`src/rtl/acfp_pkg.sv`:
```
`timescale 1ns / 1ps
// Shared types, constants and helpers for the ASCII frame checksum parser.
// No dependencies; every other file refers to this package by scoped names.
package acfp_pkg;

  localparam int MAX_FRAME = 64;
  localparam int ADDR_W    = $clog2(MAX_FRAME);
  localparam int LEN_W     = ADDR_W + 1;

  localparam logic [7:0] NEWLINE    = 8'h0A;
  localparam logic [7:0] ASCII_ZERO = 8'h30;
  localparam logic [7:0] UPPER_A    = 8'h41;
  localparam logic [7:0] LOWER_A    = 8'h61;

  localparam logic [LEN_W-1:0] SUM_START = LEN_W'(3);
  localparam logic [LEN_W-1:0] PAY_START = LEN_W'(6);

  // Register index decoded from the configuration address
  localparam logic REG_HEX_LOWER = 1'b0;

  typedef struct packed {
    logic              en;
    logic [ADDR_W-1:0] addr;
    logic [7:0]        data;
  } wr_t;

  typedef struct packed {
    logic             ovf;
    logic             ok;
    logic [7:0]       id;
    logic [LEN_W-1:0] used;
    logic             has_pay;
  } job_t;

  typedef struct packed {
    logic busy;
    logic done;
  } back_stat_t;

  typedef enum logic [2:0] {
    B_IDLE = 3'b001,
    B_READ = 3'b010,
    B_PUT  = 3'b100
  } back_state_t;

  function automatic logic [7:0] hex_digit(input logic [3:0] nib, input logic lower);
    logic [7:0] base;
    base = lower ? LOWER_A : UPPER_A;
    if (nib < 4'd10) begin
      return ASCII_ZERO + {4'd0, nib};
    end
    return base + {4'd0, nib} - 8'd10;
  endfunction

endpackage

```
`src/rtl/acfp_front.sv`:
```
`timescale 1ns / 1ps
// Front end: accepts received bytes, writes them to the frame store and
// classifies each frame at its newline into a job. Depends on acfp_pkg.
module acfp_front (
  input  logic              clk,
  input  logic              rst,
  input  logic              hex_lower,
  input  logic              in_valid,
  output logic              in_ready,
  input  logic [7:0]        rx_byte,
  input  logic              fifo_full,
  input  acfp_pkg::back_stat_t back_stat,
  output logic              push,
  output acfp_pkg::job_t    job,
  output acfp_pkg::wr_t     wr
);

  logic [acfp_pkg::LEN_W-1:0] length;
  logic [acfp_pkg::LEN_W-1:0] used_cnt;
  logic                       ovf_seen;
  logic                       zero_seen;
  logic                       pay_pend;
  logic [7:0]                 sum;
  logic [7:0]                 b0, b1, b3, b4;

  logic                       take, is_nl, store, count_it;
  logic [7:0]                 e0, e1, e3, e4, sum_fin;
  logic [acfp_pkg::LEN_W-1:0] used_fin;
  logic                       ok;

  assign in_ready = !pay_pend && !fifo_full;
  assign take     = in_valid && in_ready;
  assign is_nl    = (rx_byte == acfp_pkg::NEWLINE);
  assign store    = (length < acfp_pkg::LEN_W'(acfp_pkg::MAX_FRAME));
  // Byte counts towards the used length and sum while no zero has been met
  assign count_it = store && !zero_seen && (rx_byte != 8'd0);

  assign wr.en   = take && store;
  assign wr.addr = length[acfp_pkg::ADDR_W-1:0];
  assign wr.data = rx_byte;

  always_comb begin
    e0 = (store && length == acfp_pkg::LEN_W'(0)) ? rx_byte : b0;
    e1 = (store && length == acfp_pkg::LEN_W'(1)) ? rx_byte : b1;
    e3 = (store && length == acfp_pkg::LEN_W'(3)) ? rx_byte : b3;
    e4 = (store && length == acfp_pkg::LEN_W'(4)) ? rx_byte : b4;
    used_fin = count_it ? used_cnt + acfp_pkg::LEN_W'(1) : used_cnt;
    sum_fin  = (count_it && length >= acfp_pkg::SUM_START) ? sum + rx_byte : sum;
    ok = !(ovf_seen || !store) &&
         acfp_pkg::hex_digit(sum_fin[7:4], hex_lower) == e0 &&
         acfp_pkg::hex_digit(sum_fin[3:0], hex_lower) == e1;
    job.ovf     = ovf_seen || !store;
    job.ok      = ok;
    job.id      = ok ? (((e3 - acfp_pkg::ASCII_ZERO) << 4) + e4 - acfp_pkg::ASCII_ZERO)
                     : 8'd0;
    job.used    = used_fin;
    job.has_pay = ok && (used_fin > acfp_pkg::PAY_START);
  end

  assign push = take && is_nl;

  always_ff @(posedge clk) begin
    if (rst) begin
      length    <= '0;
      used_cnt  <= '0;
      ovf_seen  <= 1'b0;
      zero_seen <= 1'b0;
      pay_pend  <= 1'b0;
      sum       <= '0;
      b0        <= '0;
      b1        <= '0;
      b3        <= '0;
      b4        <= '0;
    end else begin
      if (back_stat.done) begin
        pay_pend <= 1'b0;
      end
      if (take) begin
        if (is_nl) begin
          // Frame closes: hand over the job and start afresh
          pay_pend  <= job.has_pay;
          length    <= '0;
          used_cnt  <= '0;
          ovf_seen  <= 1'b0;
          zero_seen <= 1'b0;
          sum       <= '0;
          b0        <= '0;
          b1        <= '0;
          b3        <= '0;
          b4        <= '0;
        end else if (store) begin
          length   <= length + acfp_pkg::LEN_W'(1);
          used_cnt <= used_fin;
          sum      <= sum_fin;
          b0       <= e0;
          b1       <= e1;
          b3       <= e3;
          b4       <= e4;
          if (rx_byte == 8'd0) begin
            zero_seen <= 1'b1;
          end
        end else begin
          ovf_seen <= 1'b1;
        end
      end
    end
  end

endmodule

```
`src/rtl/acfp_job_fifo.sv`:
```
`timescale 1ns / 1ps
// Two-entry queue of frame jobs between the front and back ends.
// Depends on acfp_pkg.
module acfp_job_fifo (
  input  logic           clk,
  input  logic           rst,
  input  logic           push,
  input  acfp_pkg::job_t push_job,
  input  logic           pop,
  output acfp_pkg::job_t head,
  output logic           empty,
  output logic           full
);

  acfp_pkg::job_t slots [2];
  logic           wr_ptr, rd_ptr;
  logic [1:0]     count;

  assign empty = (count == 2'd0);
  assign full  = (count == 2'd2);
  assign head  = slots[rd_ptr];

  always_ff @(posedge clk) begin
    if (push && !full) begin
      slots[wr_ptr] <= push_job;
    end
  end

  always_ff @(posedge clk) begin
    if (rst) begin
      wr_ptr <= 1'b0;
      rd_ptr <= 1'b0;
      count  <= 2'd0;
    end else begin
      if (push && !full) begin
        wr_ptr <= !wr_ptr;
      end
      if (pop && !empty) begin
        rd_ptr <= !rd_ptr;
      end
      count <= count + 2'((push && !full) ? 1 : 0) - 2'((pop && !empty) ? 1 : 0);
    end
  end

endmodule

```
`src/rtl/acfp_back.sv`:
```
`timescale 1ns / 1ps
// Back end: holds the frame store, turns jobs into a verdict and payload
// transactions through a registered output. Depends on acfp_pkg.
module acfp_back (
  input  logic                 clk,
  input  logic                 rst,
  input  acfp_pkg::wr_t        wr,
  input  acfp_pkg::job_t       head,
  input  logic                 empty,
  output logic                 pop,
  output acfp_pkg::back_stat_t back_stat,
  output logic                 out_valid,
  input  logic                 out_ready,
  output logic                 item_kind,
  output logic                 checksum_ok,
  output logic                 frame_overflow,
  output logic [7:0]           packet_id,
  output logic [7:0]           payload_byte,
  output logic                 last_item
);

  logic [7:0]                 store_mem [acfp_pkg::MAX_FRAME];
  logic [7:0]                 rd_data;
  acfp_pkg::back_state_t      state;
  logic [acfp_pkg::LEN_W-1:0] idx;
  logic [acfp_pkg::LEN_W-1:0] used;
  logic                       slot_free, is_last, load_out;

  assign slot_free      = !out_valid || out_ready;
  assign pop            = (state == acfp_pkg::B_IDLE) && !empty && slot_free;
  assign load_out       = pop || ((state == acfp_pkg::B_PUT) && slot_free);
  assign is_last        = (idx + acfp_pkg::LEN_W'(1) == used);
  assign back_stat.busy = (state != acfp_pkg::B_IDLE);
  assign back_stat.done = (state == acfp_pkg::B_PUT) && slot_free && is_last;

  always_ff @(posedge clk) begin
    if (wr.en) begin
      store_mem[wr.addr] <= wr.data;
    end
    if (state == acfp_pkg::B_READ) begin
      rd_data <= store_mem[idx[acfp_pkg::ADDR_W-1:0]];
    end
  end

  always_ff @(posedge clk) begin
    if (rst) begin
      state     <= acfp_pkg::B_IDLE;
      out_valid <= 1'b0;
    end else begin
      if (load_out) begin
        out_valid <= 1'b1;
      end else if (out_valid && out_ready) begin
        out_valid <= 1'b0;
      end
      case (state)
        acfp_pkg::B_IDLE: begin
          if (pop && head.has_pay) begin
            state <= acfp_pkg::B_READ;
          end
        end
        acfp_pkg::B_READ: begin
          state <= acfp_pkg::B_PUT;
        end
        acfp_pkg::B_PUT: begin
          if (slot_free) begin
            state <= is_last ? acfp_pkg::B_IDLE : acfp_pkg::B_READ;
          end
        end
        default: begin
          state <= acfp_pkg::B_IDLE;
        end
      endcase
    end
  end

  // Output fields and the walk through the payload
  always_ff @(posedge clk) begin
    if (pop) begin
      item_kind      <= 1'b0;
      checksum_ok    <= head.ok;
      frame_overflow <= head.ovf;
      packet_id      <= head.id;
      payload_byte   <= 8'd0;
      last_item      <= !head.has_pay;
      idx            <= acfp_pkg::PAY_START;
      used           <= head.used;
    end else if (state == acfp_pkg::B_PUT && slot_free) begin
      item_kind      <= 1'b1;
      checksum_ok    <= 1'b0;
      frame_overflow <= 1'b0;
      packet_id      <= 8'd0;
      payload_byte   <= rd_data;
      last_item      <= is_last;
      idx            <= idx + acfp_pkg::LEN_W'(1);
    end
  end

endmodule

```
`src/rtl/ascii_frame_checksum_parser.sv`:
```
`timescale 1ns / 1ps
// Top level of the ASCII frame checksum parser: configuration register,
// front end, job queue and back end. Depends on acfp_pkg and all acfp_ modules.
//
//  channel   handshake              payload
//  -------   ---------------------  ------------------------------------------
//  input     in_valid / in_ready    rx_byte
//  output    out_valid / out_ready  item_kind, checksum_ok, frame_overflow,
//                                   packet_id, payload_byte, last_item
//  config    psel/penable/pwrite    paddr, pwdata, prdata (pready tied high)
//
// Bytes are taken one per cycle; a newline closes the frame and its verdict
// is loaded into the output register at the edge where its job leaves the
// queue (later while earlier results wait). Each payload byte takes a
// frame-store read and then an output load.
// Input stalls while a payload drains (the frame store has one write and one
// read port and holds only one frame) or while the two-entry job queue is full.
// Reset (rst, synchronous) clears control state; the frame store is not cleared.
module ascii_frame_checksum_parser (
  input  logic        clk,
  input  logic        rst,
  input  logic        psel,
  input  logic        penable,
  input  logic        pwrite,
  input  logic [2:0]  paddr,
  input  logic [31:0] pwdata,
  output logic [31:0] prdata,
  output logic        pready,
  input  logic        in_valid,
  output logic        in_ready,
  input  logic [7:0]  rx_byte,
  output logic        out_valid,
  input  logic        out_ready,
  output logic        item_kind,
  output logic        checksum_ok,
  output logic        frame_overflow,
  output logic [7:0]  packet_id,
  output logic [7:0]  payload_byte,
  output logic        last_item
);

  logic                 hex_lower;
  logic                 push, pop, fifo_empty, fifo_full;
  acfp_pkg::job_t       push_job, head;
  acfp_pkg::wr_t        wr;
  acfp_pkg::back_stat_t back_stat;

  // Configuration: one register, hex letter case, decoded at byte addresses 0 to 3 (paddr[2] low)
  assign pready = 1'b1;
  assign prdata = (paddr[2] == acfp_pkg::REG_HEX_LOWER) ? {31'd0, hex_lower} : 32'd0;

  always_ff @(posedge clk) begin
    if (rst) begin
      hex_lower <= 1'b0;
    end else if (psel && penable && pwrite && paddr[2] == acfp_pkg::REG_HEX_LOWER) begin
      hex_lower <= pwdata[0];
    end
  end

  // Accept and classify bytes, write the frame store
  acfp_front u_front (
    .clk       (clk),
    .rst       (rst),
    .hex_lower (hex_lower),
    .in_valid  (in_valid),
    .in_ready  (in_ready),
    .rx_byte   (rx_byte),
    .fifo_full (fifo_full),
    .back_stat (back_stat),
    .push      (push),
    .job       (push_job),
    .wr        (wr)
  );

  // Hold finished frame jobs until the back end is free
  acfp_job_fifo u_fifo (
    .clk      (clk),
    .rst      (rst),
    .push     (push),
    .push_job (push_job),
    .pop      (pop),
    .head     (head),
    .empty    (fifo_empty),
    .full     (fifo_full)
  );

  // Emit verdicts and drain payloads from the frame store
  acfp_back u_back (
    .clk            (clk),
    .rst            (rst),
    .wr             (wr),
    .head           (head),
    .empty          (fifo_empty),
    .pop            (pop),
    .back_stat      (back_stat),
    .out_valid      (out_valid),
    .out_ready      (out_ready),
    .item_kind      (item_kind),
    .checksum_ok    (checksum_ok),
    .frame_overflow (frame_overflow),
    .packet_id      (packet_id),
    .payload_byte   (payload_byte),
    .last_item      (last_item)
  );

`ifndef SYNTHESIS
  // The frame store must not take new bytes while a payload is being read
  a_no_accept_draining: assert property (@(posedge clk) disable iff (rst)
    back_stat.busy |-> !in_ready)
    else $error("input accepted while payload drains");

  // An overflow verdict is always alone and never passes the checksum
  a_overflow_verdict: assert property (@(posedge clk) disable iff (rst)
    (out_valid && frame_overflow) |-> (last_item && !checksum_ok && !item_kind))
    else $error("malformed overflow verdict");

  // Finishing a drain loads the final payload transaction
  a_drain_last: assert property (@(posedge clk) disable iff (rst)
    back_stat.done |=> (out_valid && item_kind && last_item))
    else $error("drain finished without a last payload transaction");
`endif

endmodule
```
`config.mk`:
```
export PLATFORM = sky130hd
export DESIGN_NAME = ascii_frame_checksum_parser
export DESIGN_NICKNAME = d
export VERILOG_FILES = /design/src/rtl/acfp_pkg.sv /design/src/rtl/acfp_front.sv /design/src/rtl/acfp_job_fifo.sv /design/src/rtl/acfp_back.sv /design/src/rtl/ascii_frame_checksum_parser.sv
export SDC_FILE = /design/constraint.sdc
export NUM_CORES = 1
export LEC_CHECK = 0
export BUFFER_PORTS_ARGS = -buffer_cell sky130_fd_sc_hd__buf_2
export CORE_MARGIN = 1
export CORE_UTILIZATION = 55
export CTS_CLUSTER_DIAMETER = 150
export DETAILED_ROUTE_END_ITERATION = 8
export PLACE_DENSITY = 0.81
export SLEW_MARGIN = 20
export SYNTH_ARGS = -nofsm -noshare
export SYNTH_HDL_FRONTEND = slang
export SYNTH_SLANG_ARGS = --single-unit
export TNS_END_PERCENT = 10
```
`constraint.sdc`:
```
create_clock -name clk -period 4.02 [get_ports clk]
set_clock_uncertainty 0.2 [all_clocks]
set_input_delay 0.402 -clock clk [delete_from_list [all_inputs] [get_ports clk]]
set_output_delay 0.402 -clock clk [all_outputs]
set_load 0.005 [all_outputs]
```
==> metrics.md, run 1 <==
| Metric | Value |
|---|---|
| Slew Limit Headroom | `0.346` |
| Clock transition at path regs | `0.07 ns` |
| CTS buffer count | `59` |
| Worst setup path category | `flip-flop to flip-flop` |
| WP data required | `between 4 and 5 ns` |
| Cell area after synthesis | `approximately 27,000 um^2` |
| Yosys Warn Count | `0` |
| Max Cap Violations | `0` |
| Actual slew at the worst max-slew pin | `between 0.9 and 1 ns` |
| DR WL/cell | `26.7 um` |
| F_max | `0.256 GHz` |
| M1 WL | `roughly 23,000 um` |
| Synth area leader | `edfxtp_1` |
| Sequential area share after synthesis | `0.697` |
| Worst-path fanout max | `11` |
| Power after layout | `approximately 15 mW` |
| Die footprint | `50,000 um^2` |
| I/O pin total | `105` |
| Synth top area share | `0.638` |
| WL final | `between 60,000 and 70,000 um` |
| Rows | `80` |
| First-pass GRT wire length | `roughly 94,000 um` |
| Largest net degree at the start of global routing | `73` |
| Comb pwr share | `0.102` |
| Largest cells by area after synthesis | `edfxtp_1, mux4_2, dfxtp_1, nor2_1, mux2i_1` |
| Most frequent cells in the layout | `edfxtp_1, nor2_1, mux4_2, buf_4, dfxtp_1` |
| Arrival time at the worst endpoint | `approximately 4.2 ns` |
| Die Wd | `about 220 um` |
| Clk sinks | `roughly 650` |
| RSZ-0062 raised after global routing | `no` |
| # diodes | `0` |
| WHS | `0.0406 ns` |
| Via count | `15,000` |
| Layout cells sized above 1 | `0.282` |
| Finished Layout Cells | `approximately 2,400` |
| Via-to-Cell Ratio | `approximately 6.3` |
| DP HPWL | `~40,000 um` |
| Pre-CTS WS | `-0.214 ns` |
| Routability congestion estimate | `0.849` |
| Vias in the first global route | `15,100` |
| Maximum clock insertion buffer count | `3` |
| GRT overflow | `0` |
| Die height | `roughly 220 um` |
| WL met3 | `approximately 5700 um` |
| VDD IR max | `between 0.3 and 0.4 mV` |
| Setup violators final | `0` |
| Reg power frac | `0.522` |
| Syn Inst Count | `1,540` |
| EDFF count, synth | `574` |
| Top layer in use | `met5` |
| Status | `finished clean` |
| Lkg Pwr | `10.2 nW` |
| # H-tree levels | `2` |
| Placed Area | `between 20,000 and 30,000 um^2` |
| Power share of the clock group | `0.376` |
| CTS tree | `done` |
| Final min period | `between 3 and 4 ns` |
| Yosys cell types | `74` |
| Startpoint types | `flip-flop` |
| Pint | `~11 mW` |
| Post-route cell area | `roughly 31,000 um^2` |
| Commonest non-fill, non-tap cell in the layout | `edfxtp_1` |
| Sw frac | `0.236` |
| Sw power | `3.50 mW` |
| Crit end category | `flip-flop` |
| GRT Util Overall | `0.256` |
| Clock Latency Late Sink | `0.63 ns` |
| Total iterations of the first detailed-routing run | `5` |
| I/O Buffers | `39` |
| Dpl cells | `roughly 2,200` |
| Routed Antenna Nets | `0` |
| Main synth FF type | `edfxtp_1` |
| Avg Synthesized Cell Area | `around 18 um^2` |
| Initial cell density of the core | `0.562` |
| Synth-to-layout area growth | `13.9%` |
| FFs w/ async S/R, synth | `0` |
| Power density over the cells | `481 nW/um^2` |
| Metal2 WL | `roughly 32,000 um` |
| Post-synthesis sequential element count | `approximately 650` |
| Final hold vios | `0` |
| DRT iter0 DRCs | `between 1,500 and 2,000` |
| Final worst slack | `0.106 ns` |
| Tcrit/Tclk final | `0.974` |
| Fin. max-slew vios | `0` |
| Placeable core region | `48,000 um^2` |
| Worst hold path type | `input port to flip-flop` |
| Initial antenna violation count | `3` |
| DR DRC count | `0` |
| Nets | `between 1,500 and 2,000` |
| CTS root buffer | `clkbuf_16` |
## area by class of cell
cell class / count / area [um^2]
Timing Repair Buffer: 189 / 1450
Inverter: 20 / 75.1
Clock inverter: 28 / 234
Multi-Input combinational cell: 782 / 7730
Sequential cell: 653 / 18800
Tap cell: 615 / 769
Clock buffer: 83 / 1690
Fill cell: 3137 / 17300
## Yosys cell counts (15+ instances only)
cell type and n:
a21oi_1 28, a22oi_1 30, buf_1 28, buf_4 32, clkbuf_1 45, dfxtp_1 79, edfxtp_1 574, ha_1 20
inv_1 20, mux2_2 15, mux2i_1 34, mux4_2 168, nand2_1 41, nand3_1 20, nor2_1 175, o21ai_0 28
xnor2_1 18, xor2_1 16
## per-layer routing
layer,vias to the layer above,GRT usage
li1,6403,-
met1,7657,0.331
met2,782,0.434
met3,130,0.0557
met4,2,0.0851
met5,-,0
## logic make-up (layout without fill, tap and decap cells)
group | after synthesis | after routing | synth area share
AOI/OAI and AO/OA | 153 | 153 | 0.0399
xor gates and xnor gates | 34 | 34 | 0.0110
adders and majority gates | 22 | 22 | 0.0107
muxes | 218 | 218 | 0.159
other | 2 | 32 | 0.000278
DFF | 653 | 653 | 0.697
and+or+nand+nor | 323 | 323 | 0.0578
buffers and inverters | 135 | 320 | 0.0241
## power groups by stage
stage	clock (mW)	combinational (mW)	sequential [mW]
5_1_grt	5.86	1.62	7.75
6_report	5.57	1.50	7.73
3_3_place_gp	0	1.39	7.86
2_1_floorplan	0	0.922	7.81
4_1_cts	5.61	1.48	7.73
3_5_place_dp	0	1.45	7.87
## worst max-delay path: stages, from the launching register on
cell and delay, ns:
dfxtp_1 0.32, or3_4 0.41, nor4b_4 0.25, buf_4 0.18
nor2_4 0.04, mux2i_2 0.20, ha_2 0.23, nand3_1 0.08
nor4_2 0.16, o21ai_0 0.13, a32o_1 0.28, or4_1 0.51
a2111o_1 0.34, buf_12 0.17, nor3_2 0.21
## through the flow
stage	TNS [ns]	utilization
after detailed placement	-3.62	0.598
after CTS	0	0.639
final	0	0.641
after global routing	0	0.641
after global placement	-1.77	0.598
after floorplan	0	-
## sequential cells by signal, indices dropped and copies added, names as in the netlist, 2 cells and up, named ones only
register,flops
u_fifo.slots,36
u_front.b1,8
u_front.b3,4
u_back.payload_byte,8
u_front.b0,8
u_back.packet_id,8
u_back.used,7
u_back.store_mem,512
u_back.state,3
u_back.idx,7
u_front.sum,8
u_back.rd_data,8
u_front.b4,8
u_fifo.count,2
u_front.length,7
u_front.used_cnt,7
## worst paths after layout
check	to	start	depth (start not counted)	slack, ns
max reg2reg	u_fifo.slots[1][11]$_DFFE_PP_	u_front.length[3]$_SDFFE_PP0P_	14	0.11
min	hex_lower$_SDFFE_PP0P_	pwrite	4	0.04
min reg2reg	u_back.payload_byte[3]$_SDFFE_PP0P_	u_back.rd_data[3]$_DFFE_PP_	1	0.26
max	u_fifo.slots[1][11]$_DFFE_PP_	u_front.length[3]$_SDFFE_PP0P_	14	0.11
## timing repair
item / CTS / global route
gates resized for setup: 2 / 7
hold buffers: 6 / 0
pin swaps: 1 / 3
endpoints found under the setup margin: 18 / 21
endpoints found under the hold margin: 19 / 0
buffers inserted: 1 / 3
No activity file was read; power rests on OpenSTA's default activity.
==> inputs of run 2 (changes only) <==
--- a/config.mk
+++ b/config.mk
@@ -6,11 +6,12 @@
 export NUM_CORES = 1
 export LEC_CHECK = 0
 export BUFFER_PORTS_ARGS = -buffer_cell sky130_fd_sc_hd__buf_2
+export CORE_ASPECT_RATIO = 1.1
 export CORE_MARGIN = 1
 export CORE_UTILIZATION = 55
 export CTS_CLUSTER_DIAMETER = 150
 export DETAILED_ROUTE_END_ITERATION = 8
-export PLACE_DENSITY = 0.81
+export PLACE_DENSITY_LB_ADDON = 0.3
 export SLEW_MARGIN = 20
 export SYNTH_ARGS = -nofsm -noshare
 export SYNTH_HDL_FRONTEND = slang
==> run 2 against run 1 <==
Effect of this change: global-route usage rose by 0.11 points; worst hold slack improved by 0.010 ns; non-clock buffer count rose by 15; final cell count rose by 2.3%; setup slack improved by 0.065 ns; largest power group unchanged; final area rose by 1.5%; maximum frequency rose by 1.7%; power rose by 5.5%; count of clock-buffer cells in the layout fell by 4; critical path depth fell by 1.
==> metrics.md, run 2 (synthesis results as in run 1) <==
| Metric | Value |
|---|---|
| Status | `finished clean (unchanged)` |
| Via-to-Cell Ratio | `6.18 (was 6.32)` |
| GRT Util Overall | `0.257 (was 0.256)` |
| DP HPWL | `38,300 um (was 38,900 um)` |
| Setup violators final | `0 (unchanged)` |
| Via count | `15,000 (about the same)` |
| Max Cap Violations | `0 (unchanged)` |
| Startpoint types | `flip-flop (unchanged)` |
| Top flop regs | `u_back.store_mem (512), u_fifo.slots (36) (unchanged)` |
| CTS root buffer | `clkbuf_16 (unchanged)` |
| Worst-path fanout max | `11 (unchanged)` |
| CP peak stage delay | `0.48 ns (was 0.51 ns)` |
| Worst hold path type | `input port to flip-flop (unchanged)` |
| WP data required | `4.25 ns (about the same)` |
| Most frequent cells in the layout | `edfxtp_1, nor2_1, mux4_2, buf_4, dfxtp_1 (unchanged)` |
| Layout cells sized above 1 | `0.291 (was 0.282)` |
| Final hold vios | `0 (unchanged)` |
| Final worst slack | `0.171 ns (was 0.106 ns)` |
| Die Wd | `213 um (was 224 um)` |
| Rows | `84 (was 80)` |
| Family with the most delay on the worst path | `simple AND/OR/NAND/NOR gates (unchanged)` |
| DRT iter0 DRCs | `1,646 (was 1,730)` |
| Clock Latency Late Sink | `0.59 ns (was 0.63 ns)` |
| Routability congestion estimate | `0.864 (was 0.849)` |
| I/O pin total | `105 (unchanged)` |
| Placeable core region | `48,100 um^2 (was 48,000 um^2)` |
| Maximum clock insertion buffer count | `3 (unchanged)` |
| Nets | `1,799 (was 1,777)` |
| Total iterations of the first detailed-routing run | `7 (was 5)` |
| Crit-path cells | `or3_4 > nor4b_4 > buf_4 > o21ai_1 > and2_1 > ha_1 > nor2_1 > a2111oi_2 > o2111ai_1 > or4_1 > a2111o_1 > buf_12 > nor3_2 (was or3_4 > nor4b_4 > buf_4 > nor2_4 > mux2i_2 > ha_2 > nand3_1 > nor4_2 > o21ai_0 > a32o_1 > or4_1 > a2111o_1 > buf_12 > nor3_2)` |
| Power density over the cells | `500 nW/um^2 (was 481 nW/um^2)` |
| F_max | `0.260 GHz (was 0.256 GHz)` |
| Initial antenna violation count | `1 (was 3)` |
| Tcrit/Tclk final | `0.957 (was 0.974)` |
| Lkg Pwr | `10.5 nW (was 10.2 nW)` |
| CTS tree | `done (unchanged)` |
| Most flops, register | `u_back.store_mem (unchanged)` |
| WL final | `61,900 um (was 63,300 um)` |
| WHS | `0.0510 ns (was 0.0406 ns)` |
| Arrival time at the worst endpoint | `4.08 ns (was 4.15 ns)` |
| Final min period | `3.85 ns (was 3.91 ns)` |
| DR DRC count | `0 (unchanged)` |
| Largest net degree at the start of global routing | `73 (unchanged)` |
| Placed Area | `28,900 um^2 (was 28,700 um^2)` |
| VDD IR max | `0.295 mV (was 0.346 mV)` |
| Vias in the first global route | `15,100 (about the same)` |
| Post-route cell area | `31,200 um^2 (was 30,800 um^2)` |
| Worst setup path category | `flip-flop to flip-flop (unchanged)` |
| DR WL/cell | `25.5 um (was 26.7 um)` |
| # H-tree levels | `3 (was 2)` |
| Power after layout | `15.6 mW (was 14.8 mW)` |
| Clk sinks | `653 (unchanged)` |
| Critical path's slowest cell | `or4_1 (unchanged)` |
| CTS buffer count | `66 (was 59)` |
| Actual slew at the worst max-slew pin | `0.972 ns (was 0.977 ns)` |
| Die footprint | `50,000 um^2 (about the same)` |
| Finished Layout Cells | `2,424 (was 2,370)` |
| Die height | `234 um (was 224 um)` |
| Routed Antenna Nets | `0 (unchanged)` |
| Synth-to-layout area growth | `15.7% (was 13.9%)` |
| Initial cell density of the core | `0.561 (was 0.562)` |
| Pre-CTS WS | `-0.166 ns (was -0.214 ns)` |
| Commonest non-fill, non-tap cell in the layout | `edfxtp_1 (unchanged)` |
| RSZ-0062 raised after global routing | `no (unchanged)` |
| Number of flip-flops under the largest register name | `512 (unchanged)` |
| I/O Buffers | `39 (unchanged)` |
| Crit end category | `flip-flop (unchanged)` |
| Clock transition at path regs | `0.06 ns (was 0.07 ns)` |
| Fin. max-slew vios | `0 (unchanged)` |
| Slew Limit Headroom | `0.351 (was 0.346)` |
| First-pass GRT wire length | `93,700 um (was 94,000 um)` |
| Dpl cells | `2,299 (was 2,249)` |
| CP bufs+invs | `2 (unchanged)` |
| GRT overflow | `0 (unchanged)` |
==> run 2: cell count changes in the layout (fill, tap and decap cells not counted), sizes merged, moves of 2 or more <==
cell and delta:
dlygate4sd3 -2, bufinv +8, buf +17, clkinv +3, clkbuf -4
==> run 2: final timing paths <==
path	from	end	slack, ns	depth (start not counted)
worst min-delay path	pwrite	hex_lower$_SDFFE_PP0P_	0.05	4
worst max-delay path	u_front.length[3]$_SDFFE_PP0P_	u_fifo.slots[1][10]$_DFFE_PP_	0.17	13
worst max register to register	u_front.length[3]$_SDFFE_PP0P_	u_fifo.slots[1][10]$_DFFE_PP_	0.17	13
worst min register to register	u_front.ovf_seen$_SDFFE_PP0P_	u_front.ovf_seen$_SDFFE_PP0P_	0.25	2
==> run 2: worst register-to-register path, cell delays in order, from the launching register on <==
cell and delay, ns:
dfxtp_1 0.31, or3_4 0.40, nor4b_4 0.31, buf_4 0.18, o21ai_1 0.06, and2_1 0.18, ha_1 0.30, nor2_1 0.06
a2111oi_2 0.35, o2111ai_1 0.15, or4_1 0.48, a2111o_1 0.34, buf_12 0.17, nor3_2 0.19
==> run 2: timing repair <==
item | CTS | global route
hold buffers | 4 | 0
resized for setup | 0 | 6
setup endpoints to repair | 0 | 21
buffers inserted | 0 | 1
hold endpoints to repair | 4 | 0
==> run 2: area by class of cell <==
class | count | area (um^2)
Sequential cell | 653 | 18800
Fill cell | 3278 | 16900
Multi-Input combinational cell | 782 | 7720
Clock buffer | 79 | 1770
Timing Repair Buffer | 204 | 1560
Tap cell | 645 | 807
Clock inverter | 40 | 479
Inverter | 20 | 75.1
Antenna cell | 1 | 2.50
==> run 2: power by group <==
group / internal [mW] / switching [mW] / total [mW]
Clock: 3.86 / 2.53 / 6.39
Sequential: 7.59 / 0.127 / 7.72
Combinational: 0.589 / 0.910 / 1.50
==> run 2: metrics by stage <==
step                      setup TNS, ns  utilization
after floorplan                       0            -
after global placement            -1.28        0.600
after detailed placement          -2.69        0.600
after CTS                             0        0.648
after global routing                  0        0.649
final                                 0        0.649
==> run 2: routing by layer <==
metal,vias to the layer above,track usage,wire length (um)
li1,6462,-,-
met1,7774,0.348,24500
met2,658,0.434,31700
met3,92,0.0355,4100
met4,0,0.0846,1530
met5,-,0,0
==> inputs of run 3 (changes only) <==
--- a/config.mk
+++ b/config.mk
@@ -6,8 +6,7 @@
 export NUM_CORES = 1
 export LEC_CHECK = 0
 export BUFFER_PORTS_ARGS = -buffer_cell sky130_fd_sc_hd__buf_2
-export CORE_ASPECT_RATIO = 1.1
-export CORE_MARGIN = 1
+export CORE_ASPECT_RATIO = 1.2
 export CORE_UTILIZATION = 55
 export CTS_CLUSTER_DIAMETER = 150
 export DETAILED_ROUTE_END_ITERATION = 8
==> run 3 against run 2 <==
Effect of this change: via count down 2.0%; first-iteration DRC count down 24%; critical path depth up 1; final cell count down 1.4%; worst hold slack worse by 0.0074 ns; core utilization down 0.93 points; count of clock-buffer cells in the layout unchanged; clock power down 14%; sequential share of layout area up 0.77 points; critical endpoint is now u_fifo.slots[0][8]$_DFFE_PP_.
==> metrics.md, run 3 (synthesis results as in run 1) <==
| Metric | Value |
|---|---|
| DR DRC count | `0 (unchanged)` |
| Most flops, register | `u_back.store_mem (unchanged)` |
| Die height | `245 um (was 234 um)` |
| Clk sinks | `653 (unchanged)` |
| Worst setup path category | `flip-flop to flip-flop (unchanged)` |
| Initial antenna violation count | `2 (was 1)` |
| Arrival time at the worst endpoint | `4.16 ns (was 4.08 ns)` |
| Critical path's slowest cell | `or4_4 (was or4_1)` |
| Max Cap Violations | `0 (unchanged)` |
| Routed Antenna Nets | `0 (unchanged)` |
| Status | `finished clean (unchanged)` |
| DR WL/cell | `25.7 um (was 25.5 um)` |
| # H-tree levels | `2 (was 3)` |
| Worst-path fanout max | `6 (was 11)` |
| Crit-path cells | `or3_4 > nor4b_4 > buf_4 > nor2_4 > mux2i_4 > ha_4 > nand3_4 > nor4_4 > o21ai_1 > a32o_1 > or4_4 > a2111o_1 > buf_12 > nor3_4 (was or3_4 > nor4b_4 > buf_4 > o21ai_1 > and2_1 > ha_1 > nor2_1 > a2111oi_2 > o2111ai_1 > or4_1 > a2111o_1 > buf_12 > nor3_2)` |
| I/O Buffers | `39 (unchanged)` |
| Via-to-Cell Ratio | `6.15 (was 6.18)` |
| Rows | `88 (was 84)` |
| Die Wd | `204 um (was 213 um)` |
| Tcrit/Tclk final | `0.967 (was 0.957)` |
| Final hold vios | `0 (unchanged)` |
| CTS tree | `done (unchanged)` |
| F_max | `0.257 GHz (was 0.260 GHz)` |
| Top flop regs | `u_back.store_mem (512), u_fifo.slots (36) (unchanged)` |
| Power after layout | `14.7 mW (was 15.6 mW)` |
| Final min period | `3.89 ns (was 3.85 ns)` |
| DP HPWL | `38,600 um (was 38,300 um)` |
| Crit end category | `flip-flop (unchanged)` |
| Total iterations of the first detailed-routing run | `5 (was 7)` |
| I/O pin total | `105 (unchanged)` |
| GRT Util Overall | `0.253 (was 0.257)` |
| Synth-to-layout area growth | `14.2% (was 15.7%)` |
| Die footprint | `50,000 um^2 (about the same)` |
| Post-route cell area | `30,800 um^2 (was 31,200 um^2)` |
| CP peak stage delay | `0.51 ns (was 0.48 ns)` |
| Final core utilization | `0.640 (was 0.649)` |
| Nets | `1,781 (was 1,799)` |
| Multi-input logic area | `7830 um^2 (was 7720 um^2)` |
| Clock Latency Late Sink | `0.63 ns (was 0.59 ns)` |
| Actual slew at the worst max-slew pin | `0.994 ns (was 0.972 ns)` |
| WHS | `0.0437 ns (was 0.0510 ns)` |
| Layout cells sized above 1 | `0.283 (was 0.291)` |
| WL final | `61,400 um (was 61,900 um)` |
| Placeable core region | `48,200 um^2 (was 48,100 um^2)` |
| Most frequent cells in the layout | `edfxtp_1, nor2_1, mux4_2, buf_4, dfxtp_1 (unchanged)` |
| FF+latch area | `18,800 um^2 (about the same)` |
| Initial cell density of the core | `0.560 (was 0.561)` |
| # diodes | `0 (was 1)` |
| Largest net degree at the start of global routing | `78 (was 73)` |
| CTS root buffer | `clkbuf_16 (unchanged)` |
| Fin. max-slew vios | `0 (unchanged)` |
| Worst hold path type | `input port to flip-flop (unchanged)` |
| # fillers | `3,336 (was 3,278)` |
| RSZ-0062 raised after global routing | `yes (was no)` |
| DRT iter0 DRCs | `1,253 (was 1,646)` |
| First-pass GRT wire length | `92,700 um (was 93,700 um)` |
| GRT overflow | `0 (unchanged)` |
| Vias in the first global route | `14,900 (was 15,100)` |
| Via count | `14,700 (was 15,000)` |
| Setup violators final | `0 (unchanged)` |
| WP data required | `4.29 ns (was 4.25 ns)` |
| Lkg Pwr | `10.3 nW (was 10.5 nW)` |
| Startpoint types | `flip-flop (unchanged)` |
| Slew Limit Headroom | `0.337 (was 0.351)` |
| Number of flip-flops under the largest register name | `512 (unchanged)` |
| VDD IR max | `0.412 mV (was 0.295 mV)` |
| Power density over the cells | `477 nW/um^2 (was 500 nW/um^2)` |
| Commonest non-fill, non-tap cell in the layout | `edfxtp_1 (unchanged)` |
| Clock transition at path regs | `0.06 ns (about the same)` |
| CTS buffer count | `59 (was 66)` |
| Placed Area | `28,800 um^2 (was 28,900 um^2)` |
| Maximum clock insertion buffer count | `3 (unchanged)` |
| Routability congestion estimate | `0.866 (was 0.864)` |
==> run 3: cell count changes in the layout (fill, tap and decap cells not counted), sizes merged <==
cell         before  now
bufinv           11    4
clkbuf           79   80
clkinvlp          3    2
buf             200  189
diode             1    0
dlygate4sd3       4    3
==> run 3: report_power, final <==
part | internal (mW) | switching, mW | total [mW]
Sequential | 7.59 | 0.140 | 7.73
Clock | 3.04 | 2.43 | 5.47
Combinational | 0.585 | 0.931 | 1.52
Total | 11.2 | 3.50 | 14.7
==> run 3: final cells by class <==
| cell class | count | share of cell area |
|---|---|---|
| clock buffer | 79 | 0.0517 |
| clock inverter | 32 | 0.00864 |
| inverter | 20 | 0.00243 |
| multi-input combinational | 782 | 0.254 |
| sequential | 653 | 0.610 |
| tap | 630 | 0.0256 |
| timing repair buffer | 193 | 0.0475 |
==> run 3: repair_timing <==
item | CTS | global route
hold buffers | 3 | 0
gates resized for setup | 0 | 28
setup endpoints to repair | 0 | 21
setup buffers | 0 | 4
endpoints found under the hold margin | 11 | 0
==> run 3: per-stage QoR <==
| stage | TNS (ns) | std cells | setup WS, ns |
|---|---|---|---|
| after CTS | 0 | 2385 | 0.00792 |
| after global placement | -4.87 | 2271 | -0.255 |
| after detailed placement | -5.52 | 2271 | -0.306 |
| after floorplan | 0 | 1570 | 0.0296 |
| after global routing | -0.107 | 2389 | -0.0358 |
| final | 0 | 2389 | 0.132 |
==> run 3: worst paths after layout <==
path                                   from                             endpoint  slack (ns)  cells after the start
min reg2reg     u_back.rd_data[6]$_DFFE_PP_  u_back.payload_byte[6]$_SDFFE_PP0P_        0.27                      1
max          u_front.length[5]$_SDFFE_PP0P_         u_fifo.slots[0][8]$_DFFE_PP_        0.13                     14
min                                  pwrite               hex_lower$_SDFFE_PP0P_        0.04                      4
max reg2reg  u_front.length[5]$_SDFFE_PP0P_         u_fifo.slots[0][8]$_DFFE_PP_        0.13                     14
==> run 3: routing by layer <==
layer  GRT usage  vias to the layer above  routed length [um]
met5           0                        -                   9
met4      0.0775                        2                1780
met3      0.0421                      110                3820
met2       0.441                      491               32300
met1       0.323                     7665               23500
li1            -                     6415                   -
==> run 3: worst max-delay path, delay by kind of cell, from the launching register on <==
| family | cells | cell delay (ns) |
|---|---|---|
| buffers and inverters | 2 | 0.38 |
| flip-flops | 1 | 0.32 |
| AND/OR/NAND/NOR | 7 | 1.70 |
| AO/OA/AOI/OAI | 3 | 0.76 |
| multiplexers | 1 | 0.20 |
| adder cells (fa/ha/maj) | 1 | 0.17 |
